### src/rtl/icsr_pkg.sv
// ----------------------------------------------------------------------------
// icsr_pkg
// Types and constants shared by the chunk stream to RGB converter.
// ----------------------------------------------------------------------------
`default_nettype none

package icsr_pkg;

  typedef enum logic [2:0] {
    PH_SIG,
    PH_TAG1,
    PH_TAG2,
    PH_LEN,
    PH_DATA,
    PH_HALT
  } phase_t;

  typedef enum logic [1:0] {
    TAG_NONE,
    TAG_AT,
    TAG_CM,
    TAG_PD
  } tag_t;

  typedef enum logic [1:0] {
    ST_PIXEL,
    ST_CM_EARLY,
    ST_TRUNCATED,
    ST_NO_PIXELS
  } status_t;

  typedef enum logic [1:0] {
    OP_PIXEL,
    OP_PIXEL_MAPPED,
    OP_REPORT
  } op_t;

  localparam logic [7:0] CHAR_A     = 8'h41;
  localparam logic [7:0] CHAR_T     = 8'h54;
  localparam logic [7:0] CHAR_C     = 8'h43;
  localparam logic [7:0] CHAR_M     = 8'h4D;
  localparam logic [7:0] CHAR_P     = 8'h50;
  localparam logic [7:0] CHAR_D     = 8'h44;
  localparam logic [7:0] CHAR_ZERO  = 8'h30;
  localparam logic [7:0] CHAR_NINE  = 8'h39;
  localparam logic [7:0] CHAR_SPACE = 8'h20;
  localparam int unsigned SIG_BYTES = 8;

  typedef struct packed {
    op_t         op;
    logic [7:0]  index;
    logic        in_range;
    logic [13:0] column;
    logic [13:0] pixel_row;
    logic        row_end;
    logic        image_end;
    status_t     status;
  } cmd_t;

  typedef struct packed {
    logic        write;
    logic [7:0]  addr;
    logic [23:0] data;
  } pal_wr_t;

endpackage

`default_nettype wire

### src/rtl/icsr_front.sv
// ----------------------------------------------------------------------------
// icsr_front
// Parses the byte stream, keeps the header state and writes the palette,
// and issues one command per pixel or error report.
// ----------------------------------------------------------------------------
`default_nettype none

module icsr_front
  import icsr_pkg::*;
#(
  parameter int PALETTE_ENTRIES = 256,
  parameter int LENGTH_DIGITS   = 8,
  parameter int HEADER_DIGITS   = 4
) (
  input  wire logic       clk,
  input  wire logic       rst,
  input  wire logic [7:0] data_byte,
  input  wire logic       stream_end,
  input  wire logic       in_valid,
  output logic            in_ready,
  output logic            cmd_valid,
  output cmd_t            cmd,
  input  wire logic       cmd_ready,
  output pal_wr_t         pal_wr
);

  localparam int HDR_BYTES = 3 * HEADER_DIGITS;

  phase_t      phase, phase_next;
  tag_t        current_tag, current_tag_next;
  logic [3:0]  field_counter, field_counter_next;
  logic [26:0] length_accum, length_accum_next;
  logic [26:0] bytes_left, bytes_left_next;
  logic [7:0]  tag_first_byte, tag_first_byte_next;
  logic [13:0] image_width, image_width_next;
  logic [13:0] image_height, image_height_next;
  logic [13:0] header_color_count, header_color_count_next;
  logic [8:0]  loaded_colors, loaded_colors_next;
  logic [15:0] triplet_bytes, triplet_bytes_next;
  logic [1:0]  triplet_position, triplet_position_next;
  logic [13:0] column_count, column_count_next;
  logic [13:0] row_count, row_count_next;
  logic        seen_attributes, seen_attributes_next;
  logic        seen_colormap, seen_colormap_next;
  logic        seen_pixels, seen_pixels_next;
  logic        len_digit_seen, len_digit_seen_next;
  logic        len_ended, len_ended_next;
  logic [26:0] pixel_total;
  logic        cmd_valid_next;
  cmd_t        cmd_next;
  pal_wr_t     pal_wr_next;

  logic        fire;
  logic        is_digit;
  logic [3:0]  digit;
  logic [8:0]  color_limit;

  assign in_ready = (phase != PH_HALT) && (!cmd_valid || cmd_ready);
  assign fire     = in_valid && in_ready;
  assign is_digit = (data_byte >= CHAR_ZERO) && (data_byte <= CHAR_NINE);
  assign digit    = is_digit ? 4'(data_byte - CHAR_ZERO) : 4'd0;

  always_ff @(posedge clk) begin
    pixel_total <= 27'(image_width * image_height);
  end

  always_comb begin
    if (header_color_count < 14'(PALETTE_ENTRIES)) begin
      color_limit = 9'(header_color_count);
    end else begin
      color_limit = 9'(PALETTE_ENTRIES);
    end
  end

  function automatic logic [13:0] hdr_next(input logic [13:0] v, input logic [3:0] d);
    hdr_next = 14'(v * 14'd10 + 14'(d));
  endfunction

  always_comb begin
    phase_next              = phase;
    current_tag_next        = current_tag;
    field_counter_next      = field_counter;
    length_accum_next       = length_accum;
    bytes_left_next         = bytes_left;
    tag_first_byte_next     = tag_first_byte;
    image_width_next        = image_width;
    image_height_next       = image_height;
    header_color_count_next = header_color_count;
    loaded_colors_next      = loaded_colors;
    triplet_bytes_next      = triplet_bytes;
    triplet_position_next   = triplet_position;
    column_count_next       = column_count;
    row_count_next          = row_count;
    seen_attributes_next    = seen_attributes;
    seen_colormap_next      = seen_colormap;
    seen_pixels_next        = seen_pixels;
    len_digit_seen_next     = len_digit_seen;
    len_ended_next          = len_ended;
    cmd_valid_next          = cmd_valid && !cmd_ready;
    cmd_next                = cmd;
    pal_wr_next             = '{write: 1'b0, addr: 8'd0, data: 24'd0};

    if (fire) begin
      unique case (phase)
        PH_SIG: begin
          if (32'(field_counter) + 1 >= SIG_BYTES) begin
            field_counter_next = 4'd0;
            phase_next         = PH_TAG1;
          end else begin
            field_counter_next = field_counter + 4'd1;
          end
        end
        PH_TAG1: begin
          tag_first_byte_next = data_byte;
          phase_next          = PH_TAG2;
        end
        PH_TAG2: begin
          phase_next          = PH_LEN;
          field_counter_next  = 4'd0;
          length_accum_next   = 27'd0;
          len_digit_seen_next = 1'b0;
          len_ended_next      = 1'b0;
          priority if (tag_first_byte == CHAR_A && data_byte == CHAR_T) begin
            current_tag_next = TAG_AT;
          end else if (tag_first_byte == CHAR_C && data_byte == CHAR_M) begin
            current_tag_next = TAG_CM;
            if (!seen_attributes) begin
              phase_next     = PH_HALT;
              cmd_valid_next = 1'b1;
              cmd_next       = '0;
              cmd_next.op    = OP_REPORT;
              cmd_next.status = ST_CM_EARLY;
            end
          end else if (tag_first_byte == CHAR_P && data_byte == CHAR_D) begin
            current_tag_next = TAG_PD;
          end else begin
            phase_next = PH_TAG1;
          end
        end
        PH_LEN: begin
          if (!len_ended) begin
            if (is_digit) begin
              length_accum_next   = 27'(length_accum * 27'd10 + 27'(digit));
              len_digit_seen_next = 1'b1;
            end else if (len_digit_seen || data_byte != CHAR_SPACE) begin
              len_ended_next = 1'b1;
            end
          end
          if (32'(field_counter) + 1 < LENGTH_DIGITS) begin
            field_counter_next = field_counter + 4'd1;
          end else begin
            field_counter_next = 4'd0;
            unique case (current_tag)
              TAG_AT: begin
                bytes_left_next         = length_accum_next;
                image_width_next        = 14'd0;
                image_height_next       = 14'd0;
                header_color_count_next = 14'd0;
              end
              TAG_CM: begin
                bytes_left_next       = length_accum_next;
                loaded_colors_next    = 9'd0;
                triplet_position_next = 2'd0;
                triplet_bytes_next    = 16'd0;
              end
              default: begin
                bytes_left_next   = pixel_total;
                column_count_next = 14'd0;
                row_count_next    = 14'd0;
              end
            endcase
            if (bytes_left_next == 27'd0) begin
              phase_next = PH_TAG1;
              unique case (current_tag)
                TAG_AT:  seen_attributes_next = 1'b1;
                TAG_CM:  seen_colormap_next   = 1'b1;
                TAG_PD:  seen_pixels_next     = 1'b1;
                default: ;
              endcase
              current_tag_next = TAG_NONE;
            end else begin
              phase_next = PH_DATA;
            end
          end
        end
        PH_DATA: begin
          unique case (current_tag)
            TAG_AT: begin
              if (32'(field_counter) < HDR_BYTES) begin
                if (32'(field_counter) < HEADER_DIGITS) begin
                  image_width_next = hdr_next(image_width, digit);
                end else if (32'(field_counter) < 2 * HEADER_DIGITS) begin
                  image_height_next = hdr_next(image_height, digit);
                end else begin
                  header_color_count_next = hdr_next(header_color_count, digit);
                end
                field_counter_next = field_counter + 4'd1;
              end
            end
            TAG_CM: begin
              if (triplet_position < 2'd2) begin
                triplet_bytes_next    = {triplet_bytes[7:0], data_byte};
                triplet_position_next = triplet_position + 2'd1;
              end else begin
                if (loaded_colors < color_limit) begin
                  pal_wr_next.write  = 1'b1;
                  pal_wr_next.addr   = loaded_colors[7:0];
                  pal_wr_next.data   = {triplet_bytes, data_byte};
                  loaded_colors_next = loaded_colors + 9'd1;
                end
                triplet_position_next = 2'd0;
                triplet_bytes_next    = 16'd0;
              end
            end
            default: begin
              cmd_valid_next     = 1'b1;
              cmd_next.op        = seen_colormap ? OP_PIXEL_MAPPED : OP_PIXEL;
              cmd_next.index     = data_byte;
              cmd_next.in_range  = (9'(data_byte) < loaded_colors);
              cmd_next.column    = column_count;
              cmd_next.pixel_row = row_count;
              cmd_next.row_end   = (15'(column_count) + 15'd1 >= 15'(image_width));
              cmd_next.image_end = (bytes_left == 27'd1);
              cmd_next.status    = ST_PIXEL;
              if (cmd_next.row_end) begin
                column_count_next = 14'd0;
                row_count_next    = row_count + 14'd1;
              end else begin
                column_count_next = column_count + 14'd1;
              end
            end
          endcase
          bytes_left_next = bytes_left - 27'd1;
          if (bytes_left_next == 27'd0) begin
            phase_next = PH_TAG1;
            unique case (current_tag)
              TAG_AT:  seen_attributes_next = 1'b1;
              TAG_CM:  seen_colormap_next   = 1'b1;
              TAG_PD:  seen_pixels_next     = 1'b1;
              default: ;
            endcase
            current_tag_next = TAG_NONE;
          end
        end
        default: ;
      endcase

      if (stream_end && phase_next != PH_HALT) begin
        if (phase_next == PH_LEN || phase_next == PH_DATA) begin
          phase_next      = PH_HALT;
          cmd_valid_next  = 1'b1;
          cmd_next        = '0;
          cmd_next.op     = OP_REPORT;
          cmd_next.status = ST_TRUNCATED;
        end else if (!seen_pixels_next) begin
          phase_next      = PH_HALT;
          cmd_valid_next  = 1'b1;
          cmd_next        = '0;
          cmd_next.op     = OP_REPORT;
          cmd_next.status = ST_NO_PIXELS;
        end else begin
          phase_next              = PH_SIG;
          current_tag_next        = TAG_NONE;
          field_counter_next      = 4'd0;
          length_accum_next       = 27'd0;
          bytes_left_next         = 27'd0;
          tag_first_byte_next     = 8'd0;
          image_width_next        = 14'd0;
          image_height_next       = 14'd0;
          header_color_count_next = 14'd0;
          loaded_colors_next      = 9'd0;
          triplet_bytes_next      = 16'd0;
          triplet_position_next   = 2'd0;
          column_count_next       = 14'd0;
          row_count_next          = 14'd0;
          seen_attributes_next    = 1'b0;
          seen_colormap_next      = 1'b0;
          seen_pixels_next        = 1'b0;
          len_digit_seen_next     = 1'b0;
          len_ended_next          = 1'b0;
        end
      end
    end
  end

  always_ff @(posedge clk) begin
    cmd <= cmd_next;
    if (rst) begin
      phase              <= PH_SIG;
      current_tag        <= TAG_NONE;
      field_counter      <= 4'd0;
      length_accum       <= 27'd0;
      bytes_left         <= 27'd0;
      tag_first_byte     <= 8'd0;
      image_width        <= 14'd0;
      image_height       <= 14'd0;
      header_color_count <= 14'd0;
      loaded_colors      <= 9'd0;
      triplet_bytes      <= 16'd0;
      triplet_position   <= 2'd0;
      column_count       <= 14'd0;
      row_count          <= 14'd0;
      seen_attributes    <= 1'b0;
      seen_colormap      <= 1'b0;
      seen_pixels        <= 1'b0;
      len_digit_seen     <= 1'b0;
      len_ended          <= 1'b0;
      cmd_valid          <= 1'b0;
      pal_wr.write       <= 1'b0;
    end else begin
      phase              <= phase_next;
      current_tag        <= current_tag_next;
      field_counter      <= field_counter_next;
      length_accum       <= length_accum_next;
      bytes_left         <= bytes_left_next;
      tag_first_byte     <= tag_first_byte_next;
      image_width        <= image_width_next;
      image_height       <= image_height_next;
      header_color_count <= header_color_count_next;
      loaded_colors      <= loaded_colors_next;
      triplet_bytes      <= triplet_bytes_next;
      triplet_position   <= triplet_position_next;
      column_count       <= column_count_next;
      row_count          <= row_count_next;
      seen_attributes    <= seen_attributes_next;
      seen_colormap      <= seen_colormap_next;
      seen_pixels        <= seen_pixels_next;
      len_digit_seen     <= len_digit_seen_next;
      len_ended          <= len_ended_next;
      cmd_valid          <= cmd_valid_next;
      pal_wr             <= pal_wr_next;
    end
  end

endmodule

`default_nettype wire

### config.mk
export PLATFORM = sky130hd
export DESIGN_NAME = icsr_front
export DESIGN_NICKNAME = d
export VERILOG_FILES = /design/src/rtl/icsr_pkg.sv /design/src/rtl/icsr_front.sv
export SDC_FILE = /design/constraint.sdc
export NUM_CORES = 1
export LEC_CHECK = 0
export ABC_CLOCK_PERIOD_IN_PS = 16750
export BUFFER_PORTS_ARGS = -buffer_cell sky130_fd_sc_hd__buf_2
export CAP_MARGIN = 10
export CORE_MARGIN = 2
export CORE_UTILIZATION = 38
export DETAILED_ROUTE_END_ITERATION = 8
export GPL_ROUTABILITY_DRIVEN = 0
export PLACE_DENSITY = 0.52
export REMOVE_ABC_BUFFERS = 1
export SYNTH_ARGS = -nofsm -noshare
export SYNTH_HDL_FRONTEND = slang
export SYNTH_SLANG_ARGS = --single-unit
### constraint.sdc
create_clock -name clk -period 16.75 [get_ports clk]
set_input_delay 1.675 -clock clk [delete_from_list [all_inputs] [get_ports clk]]
set_output_delay 1.675 -clock clk [all_outputs]
set_load 0.05 [all_outputs]
# Word level (Yosys, flattened, before mapping)
# Index checks and enable logic that the tools add are counted.
dict set report word_totals {
  ff_bits 277
  latch_bits 0
  ram_bits 0
  rom_bits 0
  input_bits 13
  output_inout_bits 78
  elab_cells 282
  n_memories 0
}
dict set report classes {
  add_sub_neg 13
  mul 5
  div 0
  n_lt_le_gt_ge 12
  n_eq_ne 19
  shift 0
  n_mux 178
  bitwise 4
  n_reduce_logical 19
}
# operator n
set op_table {}
lappend op_table {{14-bit two-way mux} 40}
lappend op_table {{27-bit two-way mux} 13}
lappend op_table {{43-bit two-way mux} 7}
lappend op_table {{14-bit one-hot mux with 2 select lines} 5}
lappend op_table {{16-bit two-way mux} 7}
lappend op_table {{27-bit one-hot mux with 2 select lines} 2}
lappend op_table {{43-bit one-hot mux with 2 select lines} 1}
lappend op_table {{9-bit two-way mux} 9}
lappend op_table {{27-bit logical NOT} 2}
lappend op_table {{8-bit by 7-bit equality test with 1-bit output (second input constant)} 6}
lappend op_table {{14-bit by 4-bit adder with 14-bit output} 3}
lappend op_table {{14-bit by 3-bit multiplier with 13-bit output (second input constant)} 3}
lappend op_table {{1-bit two-way mux} 41}
lappend op_table {{2-bit two-way mux} 17}
lappend op_table {{3-bit two-way mux} 11}
lappend op_table {{33-bit two-way mux} 1}
lappend op_table {{32-bit by 4-bit >= comparator with 1-bit output (second input constant)} 1}
lappend op_table {{4-bit two-way mux} 8}
lappend op_table {{8-bit two-way mux} 4}
lappend op_table {{16-bit one-hot mux with 2 select lines} 1}
lappend op_table {{14-bit by 1-bit adder with 14-bit output (second input constant)} 2}
lappend op_table {{27-bit by 4-bit adder with 27-bit output} 1}
lappend op_table {{27-bit by 1-bit equality test with 1-bit output (second input constant)} 1}
lappend op_table {{14-bit by 14-bit multiplier with 27-bit output} 1}
lappend op_table {{other kinds (38)} 63}

# Depth between registers and ports, before layout
dict set report depth {
  depth_word 20
  mapped_depth 27
  mapped_depth_nobuf 26
}

# Least setup slack after synthesis
# Ideal clock, no wire load.
dict set report synth_timing {
  kind {input -> register}
  start {input data_byte[6]}
  end {register header_color_count[10]}
  setup_time_ns 0.068
  t_arrival_ns 6.965
  required_ns 16.682
  setup_slack_ns 9.717
  path_stages 23
  n_path_buf 3
  path_cell_list {nor4bb_1 and3_1 ha_1 inv_1 fa_1 nand2b_1 a211oi_1 nand3_1 nor3_1 o311ai_0 or2_2 nor2_1 xor2_1 o221ai_1 or4_4 o31ai_1 o211ai_1 o211a_1 buf_6 or4_1 buf_2 buf_6 o2bb2ai_2}
}
dict set report synth_between {
  elab_chain_len 19
  elab_cells_between_ends 43
  cone_classes {2 x add/sub; 2 x order compare; 6 x eq/ne; 26 x mux; 7 x reduce/logical}
}
# element line
set synth_lines {}
lappend synth_lines {{from (decl)} icsr_front.sv:17} ;# input wire logic [7:0] data_byte,
lappend synth_lines {{8-bit by 6-bit >= comparator with 1-bit output / 8-bit by 6-bit <= comparator with 1-bit output (equally long branches)} icsr_front.sv:60} ;# assign is_digit = (data_byte >= CHAR_ZERO) && (data_byte <= CHAR_NINE);
lappend synth_lines {{1-bit logical AND} icsr_front.sv:60}
lappend synth_lines {{4-bit two-way mux} icsr_front.sv:61} ;# assign digit = is_digit ? 4'(data_byte - CHAR_ZERO) : 4'd0;
lappend synth_lines {{27-bit by 4-bit adder with 27-bit output} icsr_front.sv:143} ;# length_accum_next = 27'(length_accum * 27'd10 + 27'(digit));
lappend synth_lines {{27-bit two-way mux} icsr_front.sv:142} ;# if (is_digit) begin
lappend synth_lines {{27-bit two-way mux} icsr_front.sv:141} ;# if (!len_ended) begin
lappend synth_lines {{27-bit two-way mux} icsr_front.sv:153} ;# unique case (current_tag)
lappend synth_lines {{27-bit two-way mux} icsr_front.sv:149} ;# if (32'(field_counter) + 1 < LENGTH_DIGITS) begin
lappend synth_lines {{[... 3 more ...]} --}
lappend synth_lines {{3-bit two-way mux} icsr_front.sv:172} ;# if (bytes_left_next == 27'd0) begin
lappend synth_lines {{3-bit two-way mux} icsr_front.sv:149}
lappend synth_lines {{3-bit one-hot mux with 5 select lines} icsr_front.sv:104} ;# unique case (phase)
lappend synth_lines {{3-bit two-way mux} icsr_front.sv:103} ;# if (fire) begin
lappend synth_lines {{3-bit by 2-bit equality test with 1-bit output / 3-bit equality test (equally long branches)} icsr_front.sv:249} ;# if (phase_next == PH_LEN || phase_next == PH_DATA) begin
lappend synth_lines {{1-bit logical OR} icsr_front.sv:249}
lappend synth_lines {{14-bit two-way mux} icsr_front.sv:249}
lappend synth_lines {{14-bit two-way mux (*)} icsr_front.sv:248} ;# if (stream_end && phase_next != PH_HALT) begin
lappend synth_lines {{to (signal assigned)} icsr_front.sv:319} ;# header_color_count <= header_color_count_next;
lappend synth_lines {{to (decl)} icsr_front.sv:37} ;# logic [13:0] header_color_count, header_color_count_next;
# Every way passes the cells marked *; elsewhere a longest branch is shown, timed or not. The select of a mux whose other input is x is not followed.
# A chain may end at the register's enable or synchronous reset.

# Worst setup path after layout
dict set report layout_timing {
  start {input data_byte[4]}
  end {register image_height[12]}
}
dict set report layout_between {
  elab_chain_len 19
  elab_cells_between_ends 43
  cone_classes {2 x add/sub; 2 x order compare; 6 x eq/ne; 26 x mux; 7 x reduce/logical}
}
# element line
set layout_lines {}
lappend layout_lines {{8-bit by 6-bit >= comparator with 1-bit output / 8-bit by 6-bit <= comparator with 1-bit output (equally long branches)} icsr_front.sv:60}
lappend layout_lines {{1-bit logical AND} icsr_front.sv:60}
lappend layout_lines {{4-bit two-way mux} icsr_front.sv:61}
lappend layout_lines {{27-bit by 4-bit adder with 27-bit output} icsr_front.sv:143}
lappend layout_lines {{27-bit two-way mux} icsr_front.sv:142}
lappend layout_lines {{27-bit two-way mux} icsr_front.sv:141}
lappend layout_lines {{27-bit two-way mux} icsr_front.sv:153}
lappend layout_lines {{27-bit two-way mux} icsr_front.sv:149}
lappend layout_lines {{[... 3 more ...]} --}
lappend layout_lines {{3-bit two-way mux} icsr_front.sv:172}
lappend layout_lines {{3-bit two-way mux} icsr_front.sv:149}
lappend layout_lines {{3-bit one-hot mux with 5 select lines} icsr_front.sv:104}
lappend layout_lines {{3-bit two-way mux} icsr_front.sv:103}
lappend layout_lines {{3-bit by 2-bit equality test with 1-bit output / 3-bit equality test (equally long branches)} icsr_front.sv:249}
lappend layout_lines {{1-bit logical OR} icsr_front.sv:249}
lappend layout_lines {{14-bit two-way mux} icsr_front.sv:249}
lappend layout_lines {{14-bit two-way mux (*)} icsr_front.sv:248}
lappend layout_lines {{to (signal assigned)} icsr_front.sv:318} ;# image_height <= image_height_next;
lappend layout_lines {{to (decl)} icsr_front.sv:36} ;# logic [13:0] image_height, image_height_next;
# Marks and branches as above.

==> flow_summary.yaml <==
global_route:
  grt_pass1_wl_mm: 117
  first_global_vias: 21104
  grt_use_total: 0.214
  grt_start_max_net_pins: 58
  grt.overflow.total: 0
  initial_antenna_violation_count: 1
drt:
  routedWlPerCell_um: 19.0
  postRouteWirelength_mm: 72.8
  drt.antenna.violating_nets: 0
  drt-vias-per-instance: 5.65
  drtPass1Iterations: 6
  route.vias.total: 21617
  detail_route.drc_violations: 0
  drt_first_iter_violations: 1748
logic_synthesis:
  syn_inst: 2943
  post_synth_num_cell_types: 90
  ys_warn_count: 0
  asyncSetResetFlopFracSynth: 0
  synth_area_um2: 25000
  synth-edff-count: 75
  seq_area_frac_synth: 0.252
  postSynth.topFlopCell: "dfxtp_1"
  average_cell_area_after_synthesis_um2: 8.49
  yosys_register_bits: 277
die:
  floorplan.initialDensity: 0.382
  ioPinCount: 91
  design.die.area_um2: 67800
  core_region_um2: 65400
  number_of_standard_cell_rows_in_the_floorplan: 94
  fp.dieH_um: 260
  die_w_um: 260
clock_tree:
  clock_tree.root_cell: "clkbuf_16"
  clock_latency_reported_for_the_late_side_of_the_worst_skew_pair_ps: 560
  hold_buffers: 0
  cts-htree-levels: 2
  post_cts_buffers: 0
  clkSlewWorstSetupHoldPaths_ps: 60
  cts_inserted_buffers: 34
  cts_tree: "yes"
  post_cts_resized: 0
  number_of_sinks_handled_by_clock_tree_synthesis: 277
  number_of_buffers_between_clock_root_and_the_deepest_sink: 3
sta:
  setup_viol: 0
  finalHoldViolCount: 0
  tns_ps: 0
  timing.final.ws_setup_ps: 7940
  timing.final.crit_period_ps: 8810
  worstMarginPinSlew_ps: 1210
  timing.max_slew.rel_slack: 0.186
  finalMaxSlewViolations: 0
  timing.final.crit_share: 0.526
  rsz_0062_raised_after_global_routing: "no"
  clock-skew-final_ps: 25.5
  max_freq_mhz: 114
power:
  worst_ir_drop_on_vdd_uv: 51.4
  power.share.sequential: 0.425
  power_frac_clock: 0.443
  power.internal_mw: 1.22
  p_comb_frac: 0.132
  p_leak_nw: 11.7
  swShare: 0.286
  power_density_nw_per_um2: 62.4
  p_sw_mw: 0.488
worst_setup_path:
  critPathMaxFanout: 29
  timing.critical_path.arrival_ps: 9290
  worst-setup-path-type: "in2reg"
  critPathCaptureType: "flop"
  startpoint_type: "primary input"
  timing.critical_path.required_ps: 17230
final_layout:
  finalCoreUtilization: 0.418
  flow.area_growth_from_synthesis_pct: 9.32
  final_nets: 3341
  layout.cells.most_common_list: "nand2_1, inv_1, ha_1"
  antenna_cells: 0
  fraction_of_final_layout_cells_with_drive_strength_greater_than_1: 0.0799
  layout.cells.most_common: "nand2_1"
  layout.cell_area.non_filler_um2: 27300
status:
  outcome: "complete, no violations"
placed_design:
  dp_hpwl_mm: 52.9
  post-place-ws_ps: 7490
  numPortBuffers: 90
  placed_area_um2: 26200
worst_hold_path:
  hold_class: "reg2reg"
flow_run:
  timing.max_cap.violations: 0
per-layer routing:
metal | vias up | GRT usage | wire (µm)
met1 | 10684 | 0.292 | 33600
met3 | 95 | 0.0243 | 3060
li1 | 10326 | - | -
met4 | 0 | 0.0629 | 1790
met2 | 512 | 0.357 | 34300
met5 | - | 0 | 0
area by class of cell:
class                           count  area (µm²)
Timing Repair Buffer              133         781
Inverter                          267        1000
Sequential cell                   277        6300
Clock inverter                     17         183
Tap cell                          864        1080
Multi-Input combinational cell   2226       17000
Clock buffer                       45         943
Fill cell                        6615       38100
logic make-up (layout without fill, tap and decap cells):
logic type                 Yosys count  after routing  share of synthesized area
muxes                                6              6                    0.00240
buffers and inverters              440            462                     0.0676
DFF                                277            277                      0.252
and+or+nand+nor                   1012           1012                      0.196
adders and majority gates          389            389                      0.239
AOI/OAI and AO/OA                  675            675                      0.193
xor gates and xnor gates           144            144                     0.0505
cells in the mapped netlist, types with 15 or more instances:
master     number  share of area
nor4_1         39         0.0098
a21oi_1       180          0.036
o211ai_1       16         0.0048
o31ai_1        15         0.0045
nor3_1         61          0.012
o21bai_1       21         0.0063
xor2_1         47          0.016
edfxtp_1       75          0.090
ha_1          241           0.12
fa_1          148           0.12
o21ai_0        78          0.016
and2_1        112          0.028
or3_1          16         0.0040
a32o_1         28          0.011
o32ai_1        19         0.0067
nor2b_1        20         0.0050
o21a_1         19         0.0057
a21o_1         57          0.017
dfxtp_1       202           0.16
clkbuf_1      148          0.022
nand4_1        27         0.0068
a22oi_1        19         0.0057
a211oi_1       18         0.0054
xnor2_1        97          0.034
and3_1         17         0.0043
o2bb2ai_1      26         0.0091
nand2_1       369          0.055
nand3_1       102          0.020
nand2b_1       30         0.0075
nor2_1        163          0.024
a31oi_1        35         0.0088
inv_1         264          0.040
power groups by stage:
stage / clock [mW] / sequential, mW / combinational [mW]
6_report: 0.755 / 0.725 / 0.224
5_1_grt: 0.800 / 0.728 / 0.243
4_1_cts: 0.772 / 0.725 / 0.222
3_5_place_dp: 0 / 0.739 / 0.222
3_3_place_gp: 0 / 0.739 / 0.219
2_1_floorplan: 0 / 0.781 / 0.112
state kept, by name, summed over array words and instances (netlist names), 2 cells and up:
register,cells
column_count,14
cmd,43
tag_first_byte,8
header_color_count,14
image_width,14
length_accum,27
triplet_bytes,16
triplet_position,2
pixel_total,27
phase,3
pal_wr,33
image_height,14
row_count,14
loaded_colors,9
bytes_left,27
current_tag,2
field_counter,4
worst max-delay path, cell delays in order:
cell	delay, ps
buf_2	220
nor4bb_1	510
and3_1	500
ha_1	260
inv_1	60
fa_1	390
nand2b_1	190
a211oi_1	400
nand3_1	190
nor3_1	390
o311ai_0	300
or2_2	400
nor4_1	240
xnor2_1	140
a221oi_1	360
nand4_1	350
o31ai_1	470
o211ai_1	220
o211a_1	450
buf_4	370
nor4_2	940
a32o_1	250
worst paths after layout:
kind / from / endpoint / slack, ps / cells after the start
worst max-delay path: data_byte[4] / image_height[12] / 7940 / 22
worst min-delay path: triplet_bytes[15] / triplet_bytes[15] / 470 / 2
worst max register to register: length_accum[3] / image_height[12] / 8940 / 20
worst min register to register: triplet_bytes[15] / triplet_bytes[15] / 470 / 2
through the flow:
| step | hold slack (ps) | cells | power [mW] |
|---|---|---|---|
| after CTS | 466 | 3826 | 1.72 |
| after global placement | 440 | 3764 | 0.958 |
| after detailed placement | 454 | 3764 | 0.961 |
| final | 466 | 3829 | 1.70 |
| after global routing | 482 | 3829 | 1.77 |
| after floorplan | 424 | 2770 | 0.893 |
Note: power is estimated with default switching activity, not from simulation.
